`src/ncs_pkg.sv`:
```
`timescale 1ns / 1ps

package ncs_pkg;

  // Operation codes carried by an input item.
  localparam logic OP_LOAD  = 1'b0;
  localparam logic OP_QUERY = 1'b1;

  // Fixed field widths.
  localparam int IDX_W  = 8;
  localparam int CNT_W  = 9;
  localparam int DIST_W = 34;

  // Largest distance that the result field can hold.
  localparam logic [DIST_W-1:0] DIST_MAX = {DIST_W{1'b1}};

  // Configuration register.
  localparam logic             REG_ENTRIES_IN_USE = 1'b0;
  localparam logic [CNT_W-1:0] ENTRIES_IN_USE_RST = 9'd256;

  // Search sequencer states.
  typedef enum logic [1:0] {
    ST_IDLE,
    ST_SCAN,
    ST_DRAIN,
    ST_FINISH
  } ncs_state_e;

  // Tag that travels alongside each codebook read through the distance pipeline.
  typedef struct packed {
    logic             valid;
    logic             last;
    logic [IDX_W-1:0] idx;
  } ncs_tag_t;

endpackage

```
`src/ncs_dist.sv`:
```
`timescale 1ns / 1ps

module ncs_dist #(
  parameter int CW = 16
) (
  input  logic                         clk_i,
  input  logic                         rst_ni,
  input  logic [CW-1:0]                query_a_i,
  input  logic [CW-1:0]                query_b_i,
  input  logic [CW-1:0]                query_c_i,
  input  logic [3*CW-1:0]              entry_i,
  input  ncs_pkg::ncs_tag_t            tag_i,
  output logic [ncs_pkg::DIST_W-1:0]   dist_o,
  output ncs_pkg::ncs_tag_t            tag_o
);

  localparam int AW_ = CW + 1;
  localparam int PW  = 2 * AW_;
  localparam int SW  = PW + 2;
  localparam int XW  = (SW > ncs_pkg::DIST_W) ? SW : ncs_pkg::DIST_W;

  logic signed [AW_-1:0] diff_a, diff_b, diff_c;
  logic [AW_-1:0] abs_a_q, abs_b_q, abs_c_q;
  logic [PW-1:0]  sq_a_q, sq_b_q, sq_c_q;
  logic [SW-1:0]  sum;
  logic [XW-1:0]  sum_x;
  logic [ncs_pkg::DIST_W-1:0] dist_q;
  ncs_pkg::ncs_tag_t tag1_q, tag2_q, tag3_q;

  // Component differences, sign extended by one bit so they cannot overflow.
  always_comb begin
    diff_a = $signed({entry_i[CW-1], entry_i[CW-1:0]})
           - $signed({query_a_i[CW-1], query_a_i});
    diff_b = $signed({entry_i[2*CW-1], entry_i[2*CW-1:CW]})
           - $signed({query_b_i[CW-1], query_b_i});
    diff_c = $signed({entry_i[3*CW-1], entry_i[3*CW-1:2*CW]})
           - $signed({query_c_i[CW-1], query_c_i});
  end

  // Stage one: magnitudes of the differences.
  always_ff @(posedge clk_i) begin
    abs_a_q <= diff_a[AW_-1] ? AW_'(-diff_a) : AW_'(diff_a);
    abs_b_q <= diff_b[AW_-1] ? AW_'(-diff_b) : AW_'(diff_b);
    abs_c_q <= diff_c[AW_-1] ? AW_'(-diff_c) : AW_'(diff_c);
  end

  // Stage two: one multiplier per component.
  always_ff @(posedge clk_i) begin
    sq_a_q <= PW'(abs_a_q) * PW'(abs_a_q);
    sq_b_q <= PW'(abs_b_q) * PW'(abs_b_q);
    sq_c_q <= PW'(abs_c_q) * PW'(abs_c_q);
  end

  // Stage three: sum of squares, saturated to the result width.
  always_comb begin
    sum   = SW'(sq_a_q) + SW'(sq_b_q) + SW'(sq_c_q);
    sum_x = XW'(sum);
  end

  always_ff @(posedge clk_i) begin
    if (sum_x > XW'(ncs_pkg::DIST_MAX)) begin
      dist_q <= ncs_pkg::DIST_MAX;
    end else begin
      dist_q <= ncs_pkg::DIST_W'(sum_x);
    end
  end

  // The tag follows the data through all three stages.
  always_ff @(posedge clk_i or negedge rst_ni) begin
    if (!rst_ni) begin
      tag1_q <= '0;
      tag2_q <= '0;
      tag3_q <= '0;
    end else begin
      tag1_q <= tag_i;
      tag2_q <= tag1_q;
      tag3_q <= tag2_q;
    end
  end

  assign dist_o = dist_q;
  assign tag_o  = tag3_q;

endmodule

```
`config.mk`:
```
export PLATFORM = sky130hd
export DESIGN_NAME = ncs_dist
export DESIGN_NICKNAME = d
export VERILOG_FILES = /design/src/ncs_pkg.sv /design/src/ncs_dist.sv
export SDC_FILE = /design/constraint.sdc
export NUM_CORES = 2
export LEC_CHECK = 0
export ABC_AREA = 1
export BUFFER_PORTS_ARGS = -buffer_cell sky130_fd_sc_hd__buf_2
export CORE_MARGIN = 1
export CORE_UTILIZATION = 45
export CTS_CLUSTER_DIAMETER = 200
export CTS_CLUSTER_SIZE = 10
export DETAILED_ROUTE_END_ITERATION = 10
export PLACE_DENSITY_LB_ADDON = 0.2
export SLEW_MARGIN = 20
export SYNTH_ARGS = -nofsm -noshare
export SYNTH_HDL_FRONTEND = slang
export SYNTH_SLANG_ARGS = --single-unit
```
`constraint.sdc`:
```
create_clock -name clk_i -period 7.97 [get_ports clk_i]
set_clock_uncertainty 0.2 [all_clocks]
set_input_delay 0.3985 -clock clk_i [delete_from_list [all_inputs] [get_ports clk_i]]
set_output_delay 0.3985 -clock clk_i [all_outputs]
set_load 0.01 [all_outputs]
```
==> out/metrics.yaml <==
run_status:
  status: "complete, no violations"
global_route:
  met1_usage: 0.298
  gr-usage-met2: 0.370
  track_usage: 0.217
  grt_most_used_layer: "met2"
  grt_start_max_net_pins: 35
  gr-usage-met3: 0.0214
  first_global_vias: 29398
  gr-total-overflow: 0
  antenna_found_initial: 0
  grt_pass1_wl_um: 146000
finish:
  diodes: 0
  drive_gt1_frac: 0.0490
  layout.nets: 5837
  most-common-layout-cells: "inv_1 (1,259), nand2_1 (968), fa_1 (609)"
  areaGrowthSynthToFinish_pct: 6.71
  final_util: 0.486
  layout_commonest_cell: "inv_1"
timing:
  setup_viol: 0
  fin_crit_sh: 0.797
  fmax_ghz: 0.157
  worstMarginPinSlew_ns: 0.912
  drv_slew: 0
  rsz0062_at_grt: "no"
  period_minus_slack_ns: 6.36
  relSlewSlack: 0.391
  fin_setup_tns_ns: 0
  finalHoldViolations: 0
routing:
  first_iter_violations: 1351
  wl_um: 86200
  vias_per_cell: 4.87
  drtPass1Iterations: 5
  wl_per_cell_um: 14.9
  post-route-drc-count: 0
  vias: 28135
  ant_nets: 0
critical_path:
  cp_cell_sequence: "nand2_1 -> fa_1 -> inv_1 -> fa_1 -> fa_1 -> inv_1 -> fa_1 -> fa_1 -> fa_1 -> inv_1 -> ha_1 -> nand2_1 -> nor2_1 -> nand4_1 -> o211ai_1 -> nand2_1 -> a21oi_1 -> nand2_1 -> nand3_1 -> xor2_1"
  arrival_ns: 6.67
  crit_family: "adder cells"
  cp.required_ns: 8.28
  worstPathMaxFanout: 17
  critPathLaunchType: "flop"
  critPathMaxStageDelay_ns: 0.90
  path_buf_inv: 3
  critPathMostFrequentCell: "fa_1"
  critPathSlowestCell: "dfxtp_1"
  crit_type: "flop to flop"
  critPathCaptureType: "flop"
cts:
  clkTransAtPathRegs_ns: 0.09
  clock_latency_ns: 0.58
  postCtsHoldBufs: 15
  cts-resized-gates: 0
  clkSinkCount: 214
  cts_tree: "yes"
  ctsRootBufferMaster: "clkbuf_16"
  htreeDepth: 1
  cts_buffers: 25
  cts_buffer_depth: 3
  cts_setup_buffers: 0
synth:
  yosysWarningCount: 0
  synth-edff-count: 0
  ys_ff_latch: 214
  ys_seq_area_frac: 0.121
  synth.distinct_cells: 46
  async_flop_share: 0.140
  netlist_instances: 4631
  ys.flop_type: "dfxtp_1"
  syn-cell-area_um2: 36700
  syn-mean-instance-area_um2: 7.92
flow_run:
  drv_cap: 0
floorplanning:
  io_pins: 152
  die_area_um2: 82700
  fp.dieH_um: 288
  die_x_um: 288
  core_area_um2: 80500
  rows: 104
  initial_core_util: 0.456
placed_design:
  dpl.hpwl_um: 73300
  gp_congestion: 0.927
  io_buffers: 151
hold_path:
  worstHoldPathType: "input pin to flop"
## path summary, 6_finish.rpt
kind / slack (ns) / endpoint / start / cells after the start
worst max register to register: 1.61 / sq_a_q[31] / abs_a_q[7] / 20
worst min-delay path: 0.02 / abs_b_q[0] / entry_i[16] / 4
max in group asynchronous: 6.96 / tag1_q[8] / rst_ni / 2
worst min register to register: 0.12 / tag_o[1] / tag2_q[1] / 0
min in group asynchronous: 0.17 / tag_o[1] / rst_ni / 2
worst max-delay path: 1.61 / sq_a_q[31] / abs_a_q[7] / 20
## final cells by class
class	instances	area [µm²]
timing repair buffer	170	936
clock buffer	32	652
clock inverter	2	28.8
inverter	1263	4740
fill	8000	41400
tap	1060	1330
sequential	214	4430
multi-input combinational	3037	27000
## through the flow
| stage | instance area (µm²) | instances | worst slack, ns | hold WS (ns) |
|---|---|---|---|---|
| 2_1_floorplan | 36700 | 4632 | 2.16 | -0.0971 |
| 3_3_place_gp | 38300 | 5729 | 1.68 | 0.132 |
| 3_5_place_dp | 38300 | 5729 | 1.65 | 0.135 |
| 4_1_cts | 39200 | 5778 | 1.63 | 0.00214 |
| 5_1_grt | 39200 | 5778 | 1.23 | 0.0578 |
| 6_report | 39200 | 5778 | 1.61 | 0.0211 |
## flip-flops by register name, summed over array words and instances, names as in the netlist
name and cells:
tag_o 10, dist_o 34, sq_b_q 33, tag1_q 10, abs_b_q 17, sq_a_q 33
abs_a_q 17, sq_c_q 33, tag2_q 10, abs_c_q 17
## worst reg2reg max path, delay by kind of cell (launching register included)
family,cells,cell delay [ns]
XOR/XNOR,1,0.16
buffers and inverters,3,0.17
AND/OR/NAND/NOR,7,0.85
adder cells (fa/ha/maj),7,3.46
flip-flops,1,0.90
AO/OA/AOI/OAI,2,0.58
## cell usage after synthesis (all sizes together), types with 42 or more instances
cell       n  share of area
nand2    979           0.10
inv     1263           0.13
nand3    154          0.021
clkbuf   106          0.011
ha       409           0.14
a21oi    182          0.026
dfxtp    184           0.10
nand4     42         0.0072
xor2     108          0.026
xnor2     74          0.018
nor2     224          0.023
o21ai    108          0.015
fa       609           0.33
## cell families (layout without fill, tap and decap cells)
family,Yosys count,in the layout,share of synthesized area
buffers and inverters,1381,1467,0.142
other,2,3,0.000205
DFF,214,214,0.121
AOI/OAI and AO/OA,375,375,0.0583
adders and majority gates,1018,1018,0.472
and+or+nand+nor,1459,1459,0.163
xor gates and xnor gates,182,182,0.0434
## metal layers
metal	wire length [µm]	up-vias
li1	-	13863
met1	39300	13518
met2	41100	638
met3	3960	116
met4	1790	0
met5	0	-
Power is left out: the tool's default activity adds up to more than one toggle a clock period on the data nets, which glitch-free logic cannot reach.
